File: src/rtl/acl_permission_check_top_defines.svh
// Assertion macros shared by the access-list checker RTL.
// Depends on nothing; included by the files that carry assertions.
`ifndef ACL_PERMISSION_CHECK_TOP_DEFINES_SVH
`define ACL_PERMISSION_CHECK_TOP_DEFINES_SVH

// Same-cycle implication, disabled during reset.
`define ACL_ASSERT_NOW(label, clk, rst, ante, cons, msg) \
   label: assert property (@(posedge clk) disable iff (rst) (ante) |-> (cons)) else $error(msg);

// Next-cycle implication, disabled during reset.
`define ACL_ASSERT_NEXT(label, clk, rst, ante, cons, msg) \
   label: assert property (@(posedge clk) disable iff (rst) (ante) |=> (cons)) else $error(msg);

`endif

File: src/rtl/acl_pkg.sv
// Types and constants for the access-list checker.
// Used by acl_table, acl_scan_unit, acl_ctrl and the top level.
package acl_pkg;

   localparam int TABLE_DEPTH = 8;
   localparam int IDX_W       = $clog2(TABLE_DEPTH);
   localparam int ID_W        = 32;
   localparam int RIGHTS_W    = 3;
   localparam int KIND_W      = 3;
   localparam int COUNT_W     = 4;
   localparam int SLOT_W      = 3;
   localparam int CSR_IDX_W   = 2;
   localparam int CLASS_W     = 3;

   localparam logic [ID_W-1:0]    OWNER_USER_RESET  = 32'd1000;
   localparam logic [ID_W-1:0]    OWNER_GROUP_RESET = 32'd2000;
   localparam logic [COUNT_W-1:0] COUNT_RESET       = 4'd0;
   localparam logic [COUNT_W-1:0] DEPTH_COUNT       = COUNT_W'(TABLE_DEPTH);

   localparam logic CMD_WRITE = 1'b0;
   localparam logic CMD_CHECK = 1'b1;

   typedef enum logic [CSR_IDX_W-1:0] {
      CSR_OWNER_USER  = 2'd0,
      CSR_OWNER_GROUP = 2'd1,
      CSR_ENTRY_COUNT = 2'd2
   } csr_idx_type;

   typedef enum logic [KIND_W-1:0] {
      KIND_OWNER        = 3'd0,
      KIND_OWNING_GROUP = 3'd1,
      KIND_OTHER        = 3'd2,
      KIND_NAMED_USER   = 3'd3,
      KIND_NAMED_GROUP  = 3'd4,
      KIND_MASK         = 3'd5
   } kind_type;

   typedef enum logic [CLASS_W-1:0] {
      CLS_OWNER      = 3'd0,
      CLS_NAMED_USER = 3'd1,
      CLS_GROUP      = 3'd2,
      CLS_OTHER      = 3'd3,
      CLS_NONE       = 3'd4
   } class_type;

   typedef enum logic [1:0] {
      ST_IDLE,
      ST_SCAN,
      ST_DECIDE
   } state_type;

   typedef struct packed {
      logic [KIND_W-1:0]   kind;
      logic [ID_W-1:0]     id;
      logic [RIGHTS_W-1:0] rights;
   } entry_type;

   // First entry of each class seen so far in a scan.
   typedef struct packed {
      logic                owner_seen;
      logic                user_seen;
      logic                og_seen;
      logic                ng_seen;
      logic                mask_seen;
      logic                other_seen;
      logic [RIGHTS_W-1:0] owner_r;
      logic [RIGHTS_W-1:0] user_r;
      logic [RIGHTS_W-1:0] og_r;
      logic [RIGHTS_W-1:0] ng_r;
      logic [RIGHTS_W-1:0] mask_r;
      logic [RIGHTS_W-1:0] other_r;
   } acc_type;

   // Sequencer to scan unit.
   typedef struct packed {
      logic            clear;
      logic            step;
      logic [ID_W-1:0] user_id;
      logic [ID_W-1:0] group_id;
   } scan_ctl_type;

endpackage

File: src/rtl/acl_table.sv
// Entry table of the access-list checker: register file with valid bits.
// Depends on acl_pkg; an entry never written reads as all zeros.
module acl_table (
   input  logic                       clock,
   input  logic                       reset,
   input  logic                       wr_en,
   input  logic [acl_pkg::SLOT_W-1:0] wr_slot,
   input  acl_pkg::entry_type         wr_entry,
   input  logic [acl_pkg::IDX_W-1:0]  rd_index,
   output acl_pkg::entry_type         rd_entry
);

   acl_pkg::entry_type                    entries_ff [acl_pkg::TABLE_DEPTH];
   logic [acl_pkg::TABLE_DEPTH-1:0]       valid_ff;
   logic                                  slot_ok;

   // Drop writes to slots past the table.
   assign slot_ok = (32'(wr_slot) < acl_pkg::TABLE_DEPTH);

   always_ff @(posedge clock) begin
      if (reset) begin
         valid_ff <= '0;
      end else if (wr_en && slot_ok) begin
         valid_ff[wr_slot[acl_pkg::IDX_W-1:0]] <= 1'b1;
      end
   end

   always_ff @(posedge clock) begin
      if (wr_en && slot_ok) begin
         entries_ff[wr_slot[acl_pkg::IDX_W-1:0]] <= wr_entry;
      end
   end

   assign rd_entry = valid_ff[rd_index] ? entries_ff[rd_index] : '0;

endmodule

File: src/rtl/acl_scan_unit.sv
// Shared id compare and class accumulator, one table entry per step.
// Depends on acl_pkg.
module acl_scan_unit (
   input  logic                 clock,
   input  acl_pkg::scan_ctl_type ctl,
   input  acl_pkg::entry_type   entry,
   output acl_pkg::acc_type     acc
);

   acl_pkg::acc_type            acc_ff;
   acl_pkg::acc_type            acc_in;
   logic [acl_pkg::ID_W-1:0]    cmp_id;
   logic                        id_match;

   // One comparator serves both named classes.
   assign cmp_id   = (entry.kind == acl_pkg::KIND_NAMED_GROUP) ? ctl.group_id : ctl.user_id;
   assign id_match = (entry.id == cmp_id);

   always_comb begin
      acc_in = acc_ff;
      if (ctl.clear) begin
         acc_in = '0;
      end else if (ctl.step) begin
         unique case (entry.kind)
            acl_pkg::KIND_OWNER: begin
               if (!acc_ff.owner_seen) begin
                  acc_in.owner_seen = 1'b1;
                  acc_in.owner_r    = entry.rights;
               end
            end
            acl_pkg::KIND_NAMED_USER: begin
               if (!acc_ff.user_seen && id_match) begin
                  acc_in.user_seen = 1'b1;
                  acc_in.user_r    = entry.rights;
               end
            end
            acl_pkg::KIND_OWNING_GROUP: begin
               if (!acc_ff.og_seen) begin
                  acc_in.og_seen = 1'b1;
                  acc_in.og_r    = entry.rights;
               end
            end
            acl_pkg::KIND_NAMED_GROUP: begin
               if (!acc_ff.ng_seen && id_match) begin
                  acc_in.ng_seen = 1'b1;
                  acc_in.ng_r    = entry.rights;
               end
            end
            acl_pkg::KIND_MASK: begin
               if (!acc_ff.mask_seen) begin
                  acc_in.mask_seen = 1'b1;
                  acc_in.mask_r    = entry.rights;
               end
            end
            acl_pkg::KIND_OTHER: begin
               if (!acc_ff.other_seen) begin
                  acc_in.other_seen = 1'b1;
                  acc_in.other_r    = entry.rights;
               end
            end
            default: begin
               acc_in = acc_ff;
            end
         endcase
      end
   end

   always_ff @(posedge clock) begin
      acc_ff <= acc_in;
   end

   assign acc = acc_ff;

endmodule

File: src/rtl/acl_ctrl.sv
// Sequencer of the access-list checker: scans the table (skipped when the entry count is zero), then decides.
// Depends on acl_pkg and acl_permission_check_top_defines.svh.
`include "acl_permission_check_top_defines.svh"

module acl_ctrl (
   input  logic                         clock,
   input  logic                         reset,
   input  logic                         check_go,
   input  logic [acl_pkg::ID_W-1:0]     user_id,
   input  logic [acl_pkg::ID_W-1:0]     group_id,
   input  logic [acl_pkg::RIGHTS_W-1:0] wanted_rights,
   input  logic [acl_pkg::ID_W-1:0]     owner_user_id,
   input  logic [acl_pkg::ID_W-1:0]     owner_group_id,
   input  logic [acl_pkg::COUNT_W-1:0]  entry_count,
   input  acl_pkg::acc_type             acc,
   output acl_pkg::scan_ctl_type        scan_ctl,
   output logic [acl_pkg::IDX_W-1:0]    rd_index,
   output logic                         busy,
   output logic                         rsp_valid,
   output logic                         rsp_granted,
   output logic [acl_pkg::CLASS_W-1:0]  rsp_class
);

   acl_pkg::state_type                state_ff, state_in;
   logic [acl_pkg::COUNT_W-1:0]       scan_idx_ff, scan_idx_in;
   logic [acl_pkg::COUNT_W-1:0]       limit_ff, limit_in;
   logic [acl_pkg::COUNT_W-1:0]       count_clip;
   logic [acl_pkg::COUNT_W-1:0]       scan_idx_next;
   logic [acl_pkg::ID_W-1:0]          user_ff, user_in;
   logic [acl_pkg::ID_W-1:0]          group_ff, group_in;
   logic [acl_pkg::RIGHTS_W-1:0]      want_ff, want_in;
   logic                              user_owner_ff, user_owner_in;
   logic                              group_owner_ff, group_owner_in;
   logic                              rsp_valid_ff, rsp_valid_in;
   logic                              rsp_granted_ff, rsp_granted_in;
   acl_pkg::class_type                rsp_class_ff, rsp_class_in;
   logic                              decide_grant;
   acl_pkg::class_type                decide_class;

   assign count_clip    = (entry_count > acl_pkg::DEPTH_COUNT) ? acl_pkg::DEPTH_COUNT
                                                               : entry_count;
   assign scan_idx_next = scan_idx_ff + 1'b1;

   // Next state.
   always_comb begin
      state_in = state_ff;
      unique case (state_ff)
         acl_pkg::ST_IDLE: begin
            if (check_go) begin
               state_in = (count_clip == '0) ? acl_pkg::ST_DECIDE : acl_pkg::ST_SCAN;
            end
         end
         acl_pkg::ST_SCAN: begin
            if (scan_idx_next == limit_ff) begin
               state_in = acl_pkg::ST_DECIDE;
            end
         end
         acl_pkg::ST_DECIDE: begin
            state_in = acl_pkg::ST_IDLE;
         end
         default: begin
            state_in = acl_pkg::ST_IDLE;
         end
      endcase
   end

   // Outputs toward the scan unit and table.
   always_comb begin
      scan_ctl.clear    = check_go;
      scan_ctl.step     = (state_ff == acl_pkg::ST_SCAN);
      scan_ctl.user_id  = user_ff;
      scan_ctl.group_id = group_ff;
      rd_index          = scan_idx_ff[acl_pkg::IDX_W-1:0];
      busy              = (state_ff != acl_pkg::ST_IDLE);
   end

   // Precedence: owner, named user, group (owning or named group, only when one grants), other, none.
   always_comb begin
      decide_grant = 1'b0;
      decide_class = acl_pkg::CLS_NONE;
      if (acc.owner_seen && user_owner_ff) begin
         decide_grant = ((acc.owner_r & want_ff) == want_ff);
         decide_class = acl_pkg::CLS_OWNER;
      end else if (acc.user_seen) begin
         decide_grant = ((acc.user_r & acc.mask_r & want_ff) == want_ff);
         decide_class = acl_pkg::CLS_NAMED_USER;
      end else if (acc.og_seen && group_owner_ff &&
                   ((acc.og_r & acc.mask_r & want_ff) == want_ff)) begin
         decide_grant = 1'b1;
         decide_class = acl_pkg::CLS_GROUP;
      end else if (acc.ng_seen && ((acc.ng_r & acc.mask_r & want_ff) == want_ff)) begin
         decide_grant = 1'b1;
         decide_class = acl_pkg::CLS_GROUP;
      end else if (acc.other_seen) begin
         decide_grant = ((acc.other_r & want_ff) == want_ff);
         decide_class = acl_pkg::CLS_OTHER;
      end
   end

   // Datapath next values.
   always_comb begin
      scan_idx_in    = scan_idx_ff;
      limit_in       = limit_ff;
      user_in        = user_ff;
      group_in       = group_ff;
      want_in        = want_ff;
      user_owner_in  = user_owner_ff;
      group_owner_in = group_owner_ff;
      rsp_valid_in   = (state_ff == acl_pkg::ST_DECIDE);
      rsp_granted_in = rsp_granted_ff;
      rsp_class_in   = rsp_class_ff;
      if (check_go) begin
         scan_idx_in    = '0;
         limit_in       = count_clip;
         user_in        = user_id;
         group_in       = group_id;
         want_in        = wanted_rights;
         user_owner_in  = (user_id == owner_user_id);
         group_owner_in = (group_id == owner_group_id);
      end else if (state_ff == acl_pkg::ST_SCAN) begin
         scan_idx_in = scan_idx_next;
      end
      if (state_ff == acl_pkg::ST_DECIDE) begin
         rsp_granted_in = decide_grant;
         rsp_class_in   = decide_class;
      end
   end

   always_ff @(posedge clock) begin
      if (reset) begin
         state_ff     <= acl_pkg::ST_IDLE;
         rsp_valid_ff <= 1'b0;
         scan_idx_ff  <= '0;
         limit_ff     <= '0;
      end else begin
         state_ff     <= state_in;
         rsp_valid_ff <= rsp_valid_in;
         scan_idx_ff  <= scan_idx_in;
         limit_ff     <= limit_in;
      end
   end

   always_ff @(posedge clock) begin
      user_ff        <= user_in;
      group_ff       <= group_in;
      want_ff        <= want_in;
      user_owner_ff  <= user_owner_in;
      group_owner_ff <= group_owner_in;
      rsp_granted_ff <= rsp_granted_in;
      rsp_class_ff   <= rsp_class_in;
   end

   assign rsp_valid   = rsp_valid_ff;
   assign rsp_granted = rsp_granted_ff;
   assign rsp_class   = rsp_class_ff;

   `ACL_ASSERT_NEXT(a_decide_strobes, clock, reset, state_ff == acl_pkg::ST_DECIDE, rsp_valid_ff, "decide cycle did not produce a result")
   `ACL_ASSERT_NOW(a_strobe_idle, clock, reset, rsp_valid_ff, state_ff == acl_pkg::ST_IDLE, "result strobe outside idle")
   `ACL_ASSERT_NOW(a_scan_bound, clock, reset, state_ff == acl_pkg::ST_SCAN, (scan_idx_ff < limit_ff) && (limit_ff <= acl_pkg::DEPTH_COUNT), "scan index past entry count")
   `ACL_ASSERT_NEXT(a_check_busy, clock, reset, check_go, state_ff != acl_pkg::ST_IDLE, "accepted check did not start")

endmodule

File: src/rtl/acl_permission_check_top.sv
// Check: one table entry per cycle through a shared compare unit, then a decide
// state; the scan covers min(entry_count, 8) entries and the result strobe is
// registered from decide. busy is high from accept until the strobe and blocks new
// requests; writes never raise busy. Results cannot be stalled. Reset (synchronous):
// owner_user_id 1000, owner_group_id 2000, entry_count 0, every entry reads zero.
// Depends on acl_pkg, acl_table, acl_scan_unit, acl_ctrl.
module acl_permission_check_top (
   input  logic                           clock,
   input  logic                           reset,
   input  logic                           start,
   output logic                           busy,
   input  logic                           req_command,
   input  logic [acl_pkg::SLOT_W-1:0]     req_entry_index,
   input  logic [acl_pkg::KIND_W-1:0]     req_entry_kind,
   input  logic [acl_pkg::ID_W-1:0]       req_entry_id,
   input  logic [acl_pkg::RIGHTS_W-1:0]   req_entry_rights,
   input  logic [acl_pkg::ID_W-1:0]       req_user_id,
   input  logic [acl_pkg::ID_W-1:0]       req_group_id,
   input  logic [acl_pkg::RIGHTS_W-1:0]   req_wanted_rights,
   output logic                           rsp_strobe,
   output logic                           rsp_granted,
   output logic [acl_pkg::CLASS_W-1:0]    rsp_deciding_class,
   input  logic                           csr_valid,
   output logic                           csr_ready,
   input  logic [acl_pkg::CSR_IDX_W-1:0]  csr_index,
   input  logic [acl_pkg::ID_W-1:0]       csr_wdata
);

   logic [acl_pkg::ID_W-1:0]    owner_user_ff;
   logic [acl_pkg::ID_W-1:0]    owner_group_ff;
   logic [acl_pkg::COUNT_W-1:0] entry_count_ff;
   logic                        item_go;
   logic                        write_go;
   logic                        check_go;
   logic                        csr_go;
   acl_pkg::entry_type          wr_entry;
   acl_pkg::entry_type          rd_entry;
   logic [acl_pkg::IDX_W-1:0]   rd_index;
   acl_pkg::scan_ctl_type       scan_ctl;
   acl_pkg::acc_type            acc;

   assign item_go  = start && !busy;
   assign write_go = item_go && (req_command == acl_pkg::CMD_WRITE);
   assign check_go = item_go && (req_command == acl_pkg::CMD_CHECK);

   assign csr_ready = 1'b1;
   assign csr_go    = csr_valid && csr_ready;

   always_ff @(posedge clock) begin
      if (reset) begin
         owner_user_ff  <= acl_pkg::OWNER_USER_RESET;
         owner_group_ff <= acl_pkg::OWNER_GROUP_RESET;
         entry_count_ff <= acl_pkg::COUNT_RESET;
      end else if (csr_go) begin
         unique case (csr_index)
            acl_pkg::CSR_OWNER_USER:  owner_user_ff  <= csr_wdata;
            acl_pkg::CSR_OWNER_GROUP: owner_group_ff <= csr_wdata;
            acl_pkg::CSR_ENTRY_COUNT: entry_count_ff <= csr_wdata[acl_pkg::COUNT_W-1:0];
            default: begin
               owner_user_ff <= owner_user_ff;
            end
         endcase
      end
   end

   assign wr_entry.kind   = req_entry_kind;
   assign wr_entry.id     = req_entry_id;
   assign wr_entry.rights = req_entry_rights;

   acl_table u_table (
      .clock    (clock),
      .reset    (reset),
      .wr_en    (write_go),
      .wr_slot  (req_entry_index),
      .wr_entry (wr_entry),
      .rd_index (rd_index),
      .rd_entry (rd_entry)
   );

   acl_scan_unit u_scan (
      .clock (clock),
      .ctl   (scan_ctl),
      .entry (rd_entry),
      .acc   (acc)
   );

   acl_ctrl u_ctrl (
      .clock          (clock),
      .reset          (reset),
      .check_go       (check_go),
      .user_id        (req_user_id),
      .group_id       (req_group_id),
      .wanted_rights  (req_wanted_rights),
      .owner_user_id  (owner_user_ff),
      .owner_group_id (owner_group_ff),
      .entry_count    (entry_count_ff),
      .acc            (acc),
      .scan_ctl       (scan_ctl),
      .rd_index       (rd_index),
      .busy           (busy),
      .rsp_valid      (rsp_strobe),
      .rsp_granted    (rsp_granted),
      .rsp_class      (rsp_deciding_class)
   );

endmodule
File: config.mk
export PLATFORM = sky130hd
export DESIGN_NAME = acl_permission_check_top
export DESIGN_NICKNAME = d
export VERILOG_FILES = /design/src/rtl/acl_pkg.sv /design/src/rtl/acl_table.sv /design/src/rtl/acl_scan_unit.sv /design/src/rtl/acl_ctrl.sv /design/src/rtl/acl_permission_check_top.sv
export VERILOG_INCLUDE_DIRS = /design/src /design/src/rtl
export SDC_FILE = /design/constraint.sdc
export NUM_CORES = 1
export LEC_CHECK = 0
export BUFFER_PORTS_ARGS = -buffer_cell sky130_fd_sc_hd__buf_2
export CORE_ASPECT_RATIO = 0.6
export CORE_MARGIN = 5
export CORE_UTILIZATION = 55
export DETAILED_ROUTE_END_ITERATION = 8
export PLACE_DENSITY = 0.84
export SYNTH_ARGS = -nofsm -noshare
export SYNTH_HDL_FRONTEND = slang
export SYNTH_SLANG_ARGS = --single-unit
File: constraint.sdc
create_clock -name clock -period 11.2 [get_ports clock]
set_input_delay 2.24 -clock clock [delete_from_list [all_inputs] [get_ports clock]]
set_output_delay 2.24 -clock clock [all_outputs]
set_load 0.02 [all_outputs]
======== Word-level counts from Yosys, hierarchy flattened ========
Memories as Yosys holds them, arrays and structs flattened. A register that Yosys moved wholly into a read port is not among the register bits.
Index checks and enable logic that the tools add are counted.
operators by class
  add/sub/neg operators ................... 1
  order comparisons ....................... 4
  equal/unequal tests ..................... 20
  mux-type cells .......................... 24
  bitwise operators ....................... 14
  reduce and logical (&&, ||, !) cells .... 35
operators with widths
  kind                 count
  $eq 32x32->1         3
  $mux 38              1
  $mux 32              1
  $and 3x3->3          8
  $reduce_and 3->1     6
  $reduce_and 2->1     8
  $eq 3x3->1           5
  $logic_and 1x1->1    10
  $mux 1               10
  $mux 2               5
  $mux 3               3
  $lt 3x4->1 const B   2
  $or 8x8->8           1
  $eq 3x2->1 const B   2
  $eq 3x3->1 const B   2
  $not 1->1            5
  $add 4x1->4 const B  1
  $eq 2x1->1 const B   2
  $eq 2x2->1 const B   2
  $eq 4x4->1           1
  $gt 4x4->1 const B   1
  $logic_not 2->1      2
  $logic_not 4->1      1
  $mux 4               1
  12 further kinds     15
storage, ports and cells
  bits in registers ....................... 184
  RAM bits ................................ 304
  input bits .............................. 147
  output and inout bits ................... 7
  logic and storage cells ................. 128
  memories kept ........................... 1
memories
  name                depth  bits a word  rd ports  clocked after Yosys merged registers in  write ports  RTL line         RTL
  u_table.entries_ff  8      38           1         1                                        1            acl_table.sv:13  acl_pkg::entry_type entries_ff [acl_pkg::TABLE_DEPTH];

======== Depth between registers and ports, before layout ========
  depth in word-level cells ............... 8
  depth in mapped cells ................... 14
  depth with buffers taken out ............ 9

======== By module ========
Synthesis repeated with hierarchy kept, for this count alone.
unflattened totals
  cell total of the unflattened synthesis .. 1256
  area total of the unflattened synthesis .. 20181.9 sq um
modules (own cells, without submodules)
  module                    instances  cells an instance  area each (sq um)  seq. area each (sq um)
  acl_table                 1          517                11892.7            9288.9
  acl_ctrl                  1          252                3647.2             2412.3
  acl_permission_check_top  1          267                2813.9             1361.3
  acl_scan_unit             1          220                1828.0             480.5

======== Worst setup path after synthesis ========
Ideal clock, no wire load.
  path kind ............................... input -> register
  start ................................... input req_entry_index[0] in the netlist's numbering
  end ..................................... memory u_table.entries_ff[0][0] in the netlist's numbering, enable pin
  library setup time ...................... 0.483 ns
  arrival ................................. 5.330 ns
  data required time ...................... 10.717 ns
  path slack .............................. 5.387 ns
  stages on the path ...................... 2
  buffers on the path ..................... 0
  path through ............................ or3_1 -> nor3_1
RTL lines
  what                RTL line                        RTL
  start: declaration  acl_permission_check_top.sv:13  input logic [acl_pkg::SLOT_W-1:0] req_entry_index,
  end: declaration    acl_table.sv:13
Straight into the memory's write port.

==> flow_metrics.py <==
metrics = {
    "cts": {
        "clk_latency_ps": 560,
        "cts_max_path_buffers": 3,
        "cts_tree": "yes",
        "cts_made_buffers": 42,
        "cts_resized": 0,
        "cts_max_level": 2,
        "cts_sinks": 491,
        "postCtsHoldBufs": 0,
        "postCtsSetupBuffers": 0,
        "clkTransAtPathRegs_ps": 70,
        "cts_root_buffer": "clkbuf_16",
    },
    "route": {
        "antenna_left": 0,
        "drc": 0,
        "via_count": 12100,
        "dr.pass1.iters": 6,
        "wl_per_cell_um": 24.6,
        "wl_um": 48800,
        "drt_iter0_markers": 1765,
        "routed_via_density": 6.13,
    },
    "sta": {
        "rsz0062_at_grt": "no",
        "maxSlewViolCount": 0,
        "finalHoldViolations": 0,
        "slew_headroom_pct": 11.2,
        "fin_tns_setup_ps": 0,
        "tightestPinTransition_ps": 1330,
        "period_needed_ps": 4860,
        "fmax_ghz": 0.206,
        "setup_violations": 0,
        "fin_worst_skew_ps": 15.7,
        "post-route-period-util_pct": 43.4,
    },
    "setup_path": {
        "crit_slowest_cell": "buf_4",
        "crit_top_cell": "mux2i_1",
        "crit_arrival_ps": 5290,
        "critPathMaxStageDelay_ps": 700,
        "crit_path_start_kind": "flop",
        "criticalPathCategory": "reg2reg",
        "worstPathRequired_ps": 11630,
        "crit_path_end_kind": "flop",
        "rrSetupSlack_ps": 6340,
        "path_cells": "buf_4 > mux4_2 > mux2i_1 > nand4_1 > a2111o_1 > nor4_1 > o2111ai_1 > nor4_2 > nand4b_2 > mux2i_1",
        "critical_path_peak_fanout": 53,
    },
    "synth": {
        "ys_types": 58,
        "syn_inst": 1329,
        "synth_nets": 1477,
        "synth-edff-count": 377,
        "avgSynthCellArea_um2": 14.9,
        "ys_ff_latch": 491,
        "synth_area_mm2": 0.0198,
        "synthFlopType": "edfxtp_1",
        "yosys_warnings": 0,
        "ys_async_sr_fraction_pct": 0,
        "seq_area_frac_synth_pct": 68.7,
    },
    "global_routing": {
        "grt_usage_pct": 23.9,
        "grt_pass1_wl_um": 72500,
        "antenna_found_initial": 0,
        "grt_overflow_total": 0,
        "grt_pass1_vias": 11900,
        "grt_max_degree": 89,
    },
    "floorplanning": {
        "die-area_mm2": 0.0400,
        "rows": 53,
        "ios": 154,
        "core_mm2": 0.0353,
        "die_w_um": 255,
        "die_h_um": 157,
        "initial_core_util_pct": 56.1,
    },
    "final_layout": {
        "stdcell_area_mm2": 0.0225,
        "fillers": 2472,
        "syn2layout_area_growth_pct": 13.4,
        "layout_commonest_cell": "edfxtp_1",
        "drive_above_1_share_pct": 22.9,
        "final_util_pct": 63.6,
        "final_cell_mix": "377 x edfxtp_1, 183 x nand2_1, 152 x buf_2, 111 x dfxtp_1, 74 x xor2_1",
        "nets": 1627,
    },
    "hold_path": {
        "hold_class": "reg2reg",
    },
    "pwr": {
        "p_leak_nw": 7.57,
        "power_w": 0.00370,
        "p_per_area_mw_per_mm2": 165,
        "vdd_drop_max_mv": 0.124,
    },
    "placed_design": {
        "gp_congestion": 0.923,
        "dp_hpwl_um": 32700,
        "placed_area_mm2": 0.0210,
        "portBuffers": 152,
    },
    "outcome": {
        "status": "finished clean",
    },
    "run": {
        "drv_cap": 0,
    },
}
metal layers:
| layer | track usage [%] | routed length, um |
|---|---|---|
| met2 | 36.3 | 22300 |
| met5 | 0 | 0 |
| met1 | 36.3 | 20700 |
| met3 | 5.96 | 4980 |
| met4 | 4.12 | 760 |
registers in the layout, summed over array words and instances (netlist names), 4 cells and up, named ones only:
signal / flops
u_table.entries_ff: 304
owner_group_ff: 32
owner_user_ff: 32
u_ctrl.group_ff: 32
u_ctrl.user_ff: 32
u_scan.acc: 24
u_table.valid_ff: 8
entry_count_ff: 4
u_ctrl.limit_ff: 4
u_ctrl.scan_idx_ff: 4
critical path, delay by kind of cell (launching register included):
kind / cells / cell delay (ps)
AND/OR/NAND/NOR: 4 / 1680
multiplexers: 3 / 1110
AO/OA/AOI/OAI: 2 / 860
buffers and inverters: 1 / 700
flip-flops: 1 / 330
per-stage QoR:
| stage | hold slack (ps) | setup slack [ps] | cells |
|---|---|---|---|
| final | 469 | 6340 | 1981 |
| after global routing | 486 | 6230 | 1980 |
| after CTS | 469 | 6570 | 1980 |
| after detailed placement | 458 | 6640 | 1902 |
| after global placement | 448 | 6790 | 1902 |
| after floorplan | 435 | 5390 | 1329 |
area by class of cell:
type / count / area [um^2] / share of cell area, %
timing repair buffer: 168 / 881 / 3.92
inverter: 10 / 38.8 / 0.173
tap: 467 / 584 / 2.60
multi-input combinational: 766 / 5930 / 26.4
clock buffer: 47 / 1070 / 4.76
clock inverter: 31 / 333 / 1.48
antenna: 1 / 2.50 / 0.0111
sequential: 491 / 13600 / 60.6
final timing paths:
check | startpoint | to | cells after the start
setup / recovery | flop | u_scan.acc[14] | 10
hold / removal | owner_user_ff[19] | owner_user_ff[19] | 2
setup reg to reg | flop | u_scan.acc[14] | 10
hold reg to reg | owner_user_ff[19] | owner_user_ff[19] | 2
kinds of logic after synthesis:
| family | synth area share, % |
|---|---|
| AOI/OAI and AO/OA | 5.10 |
| buffers and inverters | 1.67 |
| and+or+nand+nor | 8.68 |
| adders and majority gates | 0.0632 |
| other | 0.0189 |
| xor gates and xnor gates | 3.58 |
| muxes | 12.2 |
| DFF | 68.7 |
synthesized netlist by cell type (18+ instances only):
cell | n | area, um^2
a21oi_1 | 70 | 350
buf_2 | 18 | 90.1
clkbuf_1 | 34 | 128
dfxtp_1 | 114 | 2280
edfxtp_1 | 377 | 11300
mux2_2 | 20 | 225
mux2i_1 | 58 | 581
mux4_2 | 70 | 1580
nand2_1 | 183 | 687
nor2_1 | 71 | 267
nor3_1 | 24 | 120
nor4_1 | 21 | 131
o21ai_0 | 27 | 135
xor2_1 | 74 | 648
power breakdown:
part / total, W / internal [W] / switching [W]
clock: 0.00150 / 0.000836 / 0.000663
combinational: 0.000172 / 0.0000589 / 0.000113
sequential: 0.00202 / 0.00200 / 0.0000238
(Power assumes the default switching activity.)
